[src/design/bpa_pkg.sv]
`default_nettype none

package bpa_pkg;

  // map word geometry
  localparam int WORD_SH = 5;
  localparam int WORD_W  = 1 << WORD_SH;

  // command codes
  localparam logic [1:0] CMD_INIT  = 2'd0;
  localparam logic [1:0] CMD_ALLOC = 2'd1;
  localparam logic [1:0] CMD_FREE  = 2'd2;
  localparam logic [1:0] CMD_NOP   = 2'd3;

  // configuration register indexes
  localparam int         CFG_IDX_W = 1;
  localparam logic [0:0] REG_BASE  = 1'b0;
  localparam logic [0:0] REG_COUNT = 1'b1;

  typedef struct packed {
    logic               found;
    logic [WORD_SH-1:0] pos;
  } scan_res_t;

  // bits of a map word whose page index lies below lim; base is the word's first page
  function automatic logic [WORD_W-1:0] lt_mask(input logic [31:0] lim,
                                                input logic [31:0] base);
    logic [31:0]       rel;
    logic [WORD_W-1:0] m;
    rel = lim - base;
    if (lim <= base) begin
      m = '0;
    end else if (rel >= 32'(WORD_W)) begin
      m = '1;
    end else begin
      m = (WORD_W'(1) << rel[WORD_SH-1:0]) - WORD_W'(1);
    end
    return m;
  endfunction

endpackage

`default_nettype wire

[src/design/bpa_map_mem.sv]
`default_nettype none

module bpa_map_mem import bpa_pkg::*; #(
  parameter int ROWS  = 32,
  parameter int ROW_W = 5
) (
  input  wire               clk_i,
  input  wire               we_i,
  input  wire  [ROW_W-1:0]  waddr_i,
  input  wire  [WORD_W-1:0] wdata_i,
  input  wire  [ROW_W-1:0]  raddr_i,
  output logic [WORD_W-1:0] rdata_o
);

  logic [WORD_W-1:0] mem [ROWS];

  always_ff @(posedge clk_i) begin
    if (we_i) begin
      mem[waddr_i] <= wdata_i;
    end
  end

  always_ff @(posedge clk_i) begin
    rdata_o <= mem[raddr_i];
  end

endmodule

`default_nettype wire

[src/design/bpa_word_scan.sv]
`default_nettype none

module bpa_word_scan import bpa_pkg::*; #(
  parameter int ROW_W = 5,
  parameter int N_W   = 11
) (
  input  wire  [WORD_W-1:0] word_i,
  input  wire  [ROW_W-1:0]  row_i,
  input  wire  [N_W-1:0]    lim_i,
  output scan_res_t         res_o
);

  // lowest clear bit among pages below the active count
  always_comb begin
    logic [WORD_W-1:0] avail;
    avail = ~word_i & lt_mask(32'(lim_i), 32'(row_i) << WORD_SH);
    res_o = '0;
    for (int b = WORD_W - 1; b >= 0; b--) begin
      if (avail[b]) begin
        res_o.found = 1'b1;
        res_o.pos   = WORD_SH'(b);
      end
    end
  end

endmodule

`default_nettype wire

[src/design/bitmap_page_allocator_top.sv]
`default_nettype none

// first-fit page frame allocator over a used/free bitmap of MAX_PAGES pages,
// kept in a memory of 32-bit words. one command is taken per beat and each
// command returns exactly one result beat. after reset the block runs a
// clearing pass over every map word before it takes its first beat;
// configuration writes are taken at any time. an alloc scans the map one word
// per cycle through a single word scanner; an init rewrites every map word; a
// free is a read-modify-write of one word, and a free out of range or a nop
// goes straight to the result. the result sits in an output register, so the
// next command is taken while a result waits. PAGE_BYTES must be a power of two.
module bitmap_page_allocator_top import bpa_pkg::*; #(
  parameter int MAX_PAGES  = 1024,
  parameter int PAGE_BYTES = 4096
) (
  input  wire                 clk_i,
  input  wire                 rst_ni,
  // configuration write port
  input  wire                 cfg_we_i,
  input  wire [CFG_IDX_W-1:0] cfg_idx_i,
  input  wire [31:0]          cfg_wdata_i,
  // command stream
  input  wire                 s_axis_tvalid,
  output logic                s_axis_tready,
  input  wire [39:0]          s_axis_tdata,   // command[1:0], free_address[33:2], zero pad
  // result stream
  output logic                m_axis_tvalid,
  input  wire                 m_axis_tready,
  output logic [39:0]         m_axis_tdata    // page_address[31:0], success[32], zero pad
);

  localparam int ROWS  = (MAX_PAGES + WORD_W - 1) / WORD_W;
  localparam int ROW_W = (ROWS > 1) ? $clog2(ROWS) : 1;
  localparam int RC_W  = $clog2(ROWS + 1);
  localparam int N_W   = $clog2(MAX_PAGES + 1);
  localparam int PG_W  = ROW_W + WORD_SH;
  localparam int PB_SH = $clog2(PAGE_BYTES);

  // sequencer states
  localparam logic [2:0] ST_IDLE    = 3'd0;
  localparam logic [2:0] ST_SWEEP   = 3'd1;
  localparam logic [2:0] ST_SCAN    = 3'd2;
  localparam logic [2:0] ST_FREE_RD = 3'd3;
  localparam logic [2:0] ST_FREE_WR = 3'd4;
  localparam logic [2:0] ST_DONE    = 3'd5;

  logic [2:0]       state_q, state_d;
  logic [RC_W-1:0]  row_q, row_d;
  logic [N_W-1:0]   lim_q, lim_d;
  logic             sweep_resp_q, sweep_resp_d;
  logic             chk_vld_q, chk_vld_d;
  logic [ROW_W-1:0] chk_row_q, chk_row_d;
  logic [PG_W-1:0]  pg_q, pg_d;
  logic [31:0]      res_addr_q, res_addr_d;
  logic             res_ok_q, res_ok_d;
  logic             out_vld_q, out_vld_d;
  logic [31:0]      out_addr_q, out_addr_d;
  logic             out_ok_q, out_ok_d;
  logic [31:0]      base_q;
  logic [10:0]      pcnt_q;

  // map memory port
  logic              mem_we;
  logic [ROW_W-1:0]  mem_waddr;
  logic [WORD_W-1:0] mem_wdata;
  logic [ROW_W-1:0]  mem_raddr;
  logic [WORD_W-1:0] mem_rdata;

  scan_res_t scan;

  // command beat fields
  logic [1:0]  in_cmd;
  logic [31:0] in_addr;
  assign in_cmd  = s_axis_tdata[1:0];
  assign in_addr = s_axis_tdata[33:2];

  // active page count, saturated at the map size
  logic [N_W-1:0] n_pages;
  assign n_pages = (32'(pcnt_q) > 32'(MAX_PAGES)) ? N_W'(MAX_PAGES) : N_W'(pcnt_q);

  // map words that hold active pages
  logic [RC_W-1:0] rows_n;
  assign rows_n = RC_W'((32'(n_pages) + 32'(WORD_W - 1)) >> WORD_SH);

  // pages taken by a byte-packed software bitmap, clipped to the count
  logic [31:0]    map_pages;
  logic [N_W-1:0] reserve;
  assign map_pages = (((32'(n_pages) + 32'd7) >> 3) + 32'(PAGE_BYTES - 1)) >> PB_SH;
  assign reserve   = (map_pages < 32'(n_pages)) ? N_W'(map_pages) : n_pages;

  // free address decode
  logic [31:0] free_off;
  logic [31:0] free_idx;
  logic        free_ok;
  assign free_off = in_addr - base_q;
  assign free_idx = free_off >> PB_SH;
  assign free_ok  = (in_addr >= base_q) && (free_idx < 32'(n_pages));

  logic scan_issue;
  assign scan_issue = (row_q < rows_n);

  logic out_free;
  assign out_free = !out_vld_q || m_axis_tready;

  assign s_axis_tready = (state_q == ST_IDLE);
  assign m_axis_tvalid = out_vld_q;
  assign m_axis_tdata  = {7'd0, out_ok_q, out_addr_q};

  bpa_map_mem #(
    .ROWS  (ROWS),
    .ROW_W (ROW_W)
  ) u_mem (
    .clk_i   (clk_i),
    .we_i    (mem_we),
    .waddr_i (mem_waddr),
    .wdata_i (mem_wdata),
    .raddr_i (mem_raddr),
    .rdata_o (mem_rdata)
  );

  bpa_word_scan #(
    .ROW_W (ROW_W),
    .N_W   (N_W)
  ) u_scan (
    .word_i (mem_rdata),
    .row_i  (chk_row_q),
    .lim_i  (n_pages),
    .res_o  (scan)
  );

  always_comb begin
    state_d      = state_q;
    row_d        = row_q;
    lim_d        = lim_q;
    sweep_resp_d = sweep_resp_q;
    chk_vld_d    = chk_vld_q;
    chk_row_d    = chk_row_q;
    pg_d         = pg_q;
    res_addr_d   = res_addr_q;
    res_ok_d     = res_ok_q;
    out_vld_d    = out_vld_q && !m_axis_tready;
    out_addr_d   = out_addr_q;
    out_ok_d     = out_ok_q;
    mem_we       = 1'b0;
    mem_waddr    = chk_row_q;
    mem_wdata    = mem_rdata;
    mem_raddr    = row_q[ROW_W-1:0];

    unique case (state_q)
      ST_IDLE: begin
        if (s_axis_tvalid) begin
          res_addr_d = '0;
          res_ok_d   = 1'b0;
          row_d      = '0;
          chk_vld_d  = 1'b0;
          unique case (in_cmd)
            CMD_INIT: begin
              lim_d        = reserve;
              sweep_resp_d = 1'b1;
              res_ok_d     = 1'b1;
              state_d      = ST_SWEEP;
            end
            CMD_ALLOC: begin
              state_d = ST_SCAN;
            end
            CMD_FREE: begin
              pg_d    = PG_W'(free_idx);
              state_d = free_ok ? ST_FREE_RD : ST_DONE;
            end
            CMD_NOP: begin
              state_d = ST_DONE;
            end
            default: begin
              state_d = ST_DONE;
            end
          endcase
        end
      end

      // rewrite every map word: pages below lim_q used, the rest free
      ST_SWEEP: begin
        mem_we    = 1'b1;
        mem_waddr = row_q[ROW_W-1:0];
        mem_wdata = lt_mask(32'(lim_q), 32'(row_q) << WORD_SH);
        row_d     = row_q + RC_W'(1);
        if (row_q == RC_W'(ROWS - 1)) begin
          row_d   = '0;
          state_d = sweep_resp_q ? ST_DONE : ST_IDLE;
        end
      end

      // one word read per cycle, checked in the cycle after its read
      ST_SCAN: begin
        row_d     = row_q + RC_W'(scan_issue);
        chk_vld_d = scan_issue;
        chk_row_d = row_q[ROW_W-1:0];
        if (chk_vld_q && scan.found) begin
          mem_we     = 1'b1;
          mem_waddr  = chk_row_q;
          mem_wdata  = mem_rdata | (WORD_W'(1) << scan.pos);
          res_addr_d = base_q + (32'({chk_row_q, scan.pos}) << PB_SH);
          res_ok_d   = 1'b1;
          chk_vld_d  = 1'b0;
          state_d    = ST_DONE;
        end else if (!chk_vld_q && !scan_issue) begin
          state_d = ST_DONE;
        end
      end

      ST_FREE_RD: begin
        mem_raddr = pg_q[PG_W-1:WORD_SH];
        state_d   = ST_FREE_WR;
      end

      ST_FREE_WR: begin
        mem_we    = 1'b1;
        mem_waddr = pg_q[PG_W-1:WORD_SH];
        mem_wdata = mem_rdata & ~(WORD_W'(1) << pg_q[WORD_SH-1:0]);
        res_ok_d  = 1'b1;
        state_d   = ST_DONE;
      end

      // hand the result to the output register once it has room
      ST_DONE: begin
        if (out_free) begin
          out_vld_d  = 1'b1;
          out_addr_d = res_addr_q;
          out_ok_d   = res_ok_q;
          state_d    = ST_IDLE;
        end
      end

      default: begin
        state_d = ST_IDLE;
      end
    endcase
  end

  always_ff @(posedge clk_i or negedge rst_ni) begin
    if (!rst_ni) begin
      // reset runs the clearing pass with no result
      state_q      <= ST_SWEEP;
      row_q        <= '0;
      lim_q        <= '0;
      sweep_resp_q <= 1'b0;
      chk_vld_q    <= 1'b0;
      out_vld_q    <= 1'b0;
      base_q       <= '0;
      pcnt_q       <= '0;
    end else begin
      state_q      <= state_d;
      row_q        <= row_d;
      lim_q        <= lim_d;
      sweep_resp_q <= sweep_resp_d;
      chk_vld_q    <= chk_vld_d;
      out_vld_q    <= out_vld_d;
      if (cfg_we_i) begin
        unique case (cfg_idx_i)
          REG_BASE:  base_q <= cfg_wdata_i;
          REG_COUNT: pcnt_q <= cfg_wdata_i[10:0];
          default:   ;
        endcase
      end
    end
  end

  always_ff @(posedge clk_i) begin
    chk_row_q  <= chk_row_d;
    pg_q       <= pg_d;
    res_addr_q <= res_addr_d;
    res_ok_q   <= res_ok_d;
    out_addr_q <= out_addr_d;
    out_ok_q   <= out_ok_d;
  end

endmodule

`default_nettype wire

[config.mk]
export PLATFORM = sky130hd
export DESIGN_NAME = bitmap_page_allocator_top
export DESIGN_NICKNAME = d
export VERILOG_FILES = /design/src/design/bpa_pkg.sv /design/src/design/bpa_map_mem.sv /design/src/design/bpa_word_scan.sv /design/src/design/bitmap_page_allocator_top.sv
export SDC_FILE = /design/constraint.sdc
export NUM_CORES = 2
export LEC_CHECK = 0
export BUFFER_PORTS_ARGS = -buffer_cell sky130_fd_sc_hd__buf_4
export CORE_ASPECT_RATIO = 0.75
export CORE_MARGIN = 10
export CORE_UTILIZATION = 63
export CTS_CLUSTER_DIAMETER = 80
export DETAILED_ROUTE_END_ITERATION = 7
export PLACE_DENSITY_LB_ADDON = 0.3
export SYNTH_ARGS = -nofsm -noshare
export SYNTH_HDL_FRONTEND = slang
export SYNTH_HIERARCHICAL = 1
export SYNTH_SLANG_ARGS = --single-unit
[constraint.sdc]
create_clock -name clk_i -period 8.7 [get_ports clk_i]
set_input_delay 0 -clock clk_i [delete_from_list [all_inputs] [get_ports clk_i]]
set_output_delay 0 -clock clk_i [all_outputs]
set_load 0.01 [all_outputs]
==> impl_metrics.json <==
{
  "status": "finished with violations",
  "violations": "DRC",
  "cpPeakStageDelay_ns": 0.56,
  "finalCritPeriodShare": 0.8936,
  "vias_per_cell": 6.556,
  "totalNegativeSetupSlack_ns": 0,
  "netlist_area_mm2": 0.05238,
  "initial_core_util": 0.6362,
  "tightest_slew_ns": 1.379,
  "startpoint_type": "flop",
  "ys_types": 100,
  "p_comb_frac": 0.369,
  "synthTopCellsByArea": "edfxtp_1 (63%), mux2i_1 (9.8%), dfrtp_1 (3.1%)",
  "clkLatencyLatePin_ns": 0.70,
  "dr_total_vias": 33546,
  "yosysWarningCount": 6,
  "slew_headroom": 0.07883,
  "p_sw_mw": 8.314,
  "max_cap_violations": 0,
  "hpwl_mm": 84.54,
  "grt_pass1_wl_mm": 205.7,
  "power_frac_seq": 0.418,
  "yosysTopAreaCell": "edfxtp_1",
  "ir_drop_v": 0.0005160,
  "clock_power_share": 0.213,
  "ys_ff_latch": 1203,
  "multi_input_area_mm2": 0.01591,
  "synth_edf_count": 1105,
  "async_flop_share": 0.05486,
  "first_iter_violations": 4326,
  "num-fill-cells": 5215,
  "cts-root-buf": "clkbuf_16",
  "path_delay_family": "compound AO/OA/AOI/OAI gates",
  "die_w_um": 352.9,
  "synth_top_area_frac": 0.6335,
  "gp_congestion": 0.9524,
  "cp_num_buf_inv": 4,
  "synth_cells": 3720,
  "numPortBuffers": 106,
  "finalCriticalPeriod_ns": 7.775,
  "routed_wl_mm": 139.4,
  "seqCellArea_mm2": 0.03548,
  "coreArea_mm2": 0.08232,
  "fmax_ghz": 0.1286,
  "num_rows": 91,
  "cts_buffers": 108,
  "hold_class": "in -> reg",
  "grt_usage": 0.2844,
  "yosys_most_used_dff": "edfxtp_1",
  "p_int_mw": 14.02,
  "hold_viol": 0,
  "crit_type": "reg -> reg",
  "drc": 2,
  "clock-skew-final_ns": 0.02959,
  "cts_setup_buffers": 0,
  "worstPathRequired_ns": 9.13,
  "rsz0062_at_grt": "no",
  "dieArea_mm2": 0.09519,
  "setup_violations": 0,
  "drt-pass1-iter-count": 8,
  "antenna_found_initial": 8,
  "cts_num_sinks": 1203,
  "path_clk_slew_ns": 0.07,
  "areaGrowthSynthToFinish_pct": 13.23,
  "cts_tree": "built",
  "fp.dieH_um": 269.7,
  "postSynthAreaPerCell_um2": 14.08,
  "ys_seq_area_frac": 0.6773,
  "slowest_stage": "or4_4",
  "grt_max_degree": 129,
  "crit_path_end_kind": "flop",
  "cts_max_level": 3,
  "ant_nets": 0,
  "cp_max_fo": 23,
  "ioPinCount": 120,
  "final_nets": 4065,
  "wl_per_cell_um": 27.24,
  "worstPathArrival_ns": 8.21,
  "p_per_area_mw_per_mm2": 376.7,
  "fin_util": 0.7204,
  "p_leak_nw": 20.84,
  "overflow": 0,
  "drv_slew": 0,
  "switching_share": 0.3722,
  "cts_max_path_buffers": 3,
  "grt_pass1_vias": 31953,
  "drive_gt1_frac": 0.1166
}
power groups by stage:
stage	registers (mW)	logic (mW)	clock network, mW
floorplan	9.28	5.07	0
global placement	9.39	7.84	0
detailed placement	9.42	8.00	0
CTS	9.30	8.10	4.79
global route	9.38	8.77	5.03
finish	9.34	8.24	4.75
state kept, by name (all words and copies together) (netlist names):
register and cells:
u_mem/mem 1024, base_q 32, out_addr_q 32, res_addr_q 32
u_mem/rdata_o 32, lim_q 11, pcnt_q 11, pg_q 10
row_q 6, chk_row_q 5, state_q 3, chk_vld_q 1
m_axis_tvalid 1, out_ok_q 1, res_ok_q 1, sweep_resp_q 1
worst register-to-register path, delay by kind of cell (launching register included):
family / cells / cell delay [ns]
AO/OA/AOI/OAI: 11 / 2.85
AND/OR/NAND/NOR: 12 / 2.42
buffers and inverters: 4 / 0.99
adder cells (fa/ha/maj): 3 / 0.70
flip-flops: 1 / 0.39
XOR/XNOR: 1 / 0.20
kinds of logic after synthesis:
group / after synthesis / synth area share
XOR/XNOR: 38 / 0.006355
multiplexers: 531 / 0.1020
AND/OR/NAND/NOR: 794 / 0.07078
AO/OA/AOI/OAI: 773 / 0.09620
flip-flops: 1203 / 0.6773
buffers and inverters: 304 / 0.02869
other: 1 / 0.00007160
adder cells (fa/ha/maj): 76 / 0.01859
through the flow:
step | setup WS [ns] | total power, mW | hold WS (ns) | std cells | instance area (um^2)
2_1_floorplan | 2.251 | 14.35 | -0.2956 | 3726 | 52400
3_3_place_gp | 1.454 | 17.23 | 0.1865 | 4813 | 54710
3_5_place_dp | 1.288 | 17.41 | 0.1970 | 4813 | 54710
4_1_cts | 1.139 | 22.19 | 0.03340 | 5112 | 59290
5_1_grt | 0.4161 | 23.17 | 0.09400 | 5117 | 59310
6_report | 0.9253 | 22.34 | 0.1242 | 5117 | 59310
cell type report:
type                            instances  share of cell area
Multi-Input combinational cell       2219              0.2683
Sequential cell                      1203              0.5982
Inverter                               84            0.005317
Timing Repair Buffer                  295             0.04468
Antenna cell                            5           0.0002110
Clock inverter                         51            0.009452
Tap cell                             1116             0.02354
Clock buffer                          144             0.05028
synthesized netlist by cell type (22+ instances only):
library cell and n:
nor2b_1 23, mux2i_1 513, a22oi_1 99, and2_1 22, dfrtp_1 65, xnor2_1 25
inv_1 83, nand3_1 131, nor3_1 62, o21ai_0 129, clkbuf_1 96, buf_2 55
a21oi_1 211, a22o_1 64, buf_4 41, o22ai_1 29, ha_1 73, nand2b_1 22
edfxtp_1 1105, nand2_1 258, dfxtp_1 32, a31oi_1 78, nor2_1 185
path summary, 6_finish.rpt:
kind / endpoint / cells past startpoint / from / slack (ns)
max: res_addr_q[30] / 31 / pcnt_q[0] / 0.93
min in group asynchronous: base_q[25] / 3 / rst_ni / 0.59
max reg2reg: res_addr_q[30] / 31 / pcnt_q[0] / 0.93
min: pg_q[9] / 3 / s_axis_tdata[23] / 0.12
max in group asynchronous: base_q[18] / 4 / rst_ni / 7.08
min reg2reg: out_addr_q[7] / 0 / res_addr_q[7] / 0.42
routing by layer:
layer | GRT usage | vias up | share of wire
met1 | 0.4248 | 16747 | 0.42
met2 | 0.4181 | 1842 | 0.44
met5 | 0 | - | 0.00031
met3 | 0.06536 | 266 | 0.11
met4 | 0.07691 | 6 | 0.026
li1 | - | 14685 | -
placed cells by master (no fill, tap or decap), types with 12 or more instances in the layout:
cell type / instances
a21o_1: 20
a21oi_1: 210
a22o_1: 64
a22oi_1: 99
a31oi_1: 75
and2_1: 21
and3_1: 12
buf_12: 14
buf_4: 177
clkbuf_1: 25
clkbuf_16: 111
clkinv_1: 17
clkinv_2: 14
dfrtp_1: 65
dfxtp_1: 32
dlygate4sd3_1: 104
edfxtp_1: 1105
ha_1: 73
inv_1: 83
mux2_2: 16
mux2i_1: 513
nand2_1: 256
nand2b_1: 20
nand3_1: 131
nand4_1: 14
nor2_1: 152
nor2_4: 33
nor2b_1: 20
nor3_1: 62
o211ai_1: 13
o21ai_0: 120
o22ai_1: 22
xnor2_1: 25
xor2_1: 13
what timing repair did:
item                                    CTS  global route
resized for setup                         0             0
endpoints found under the setup margin    0             0
hold endpoints to repair                129             0
hold buffers                            104             0
Power figures use the tool's default switching activity.
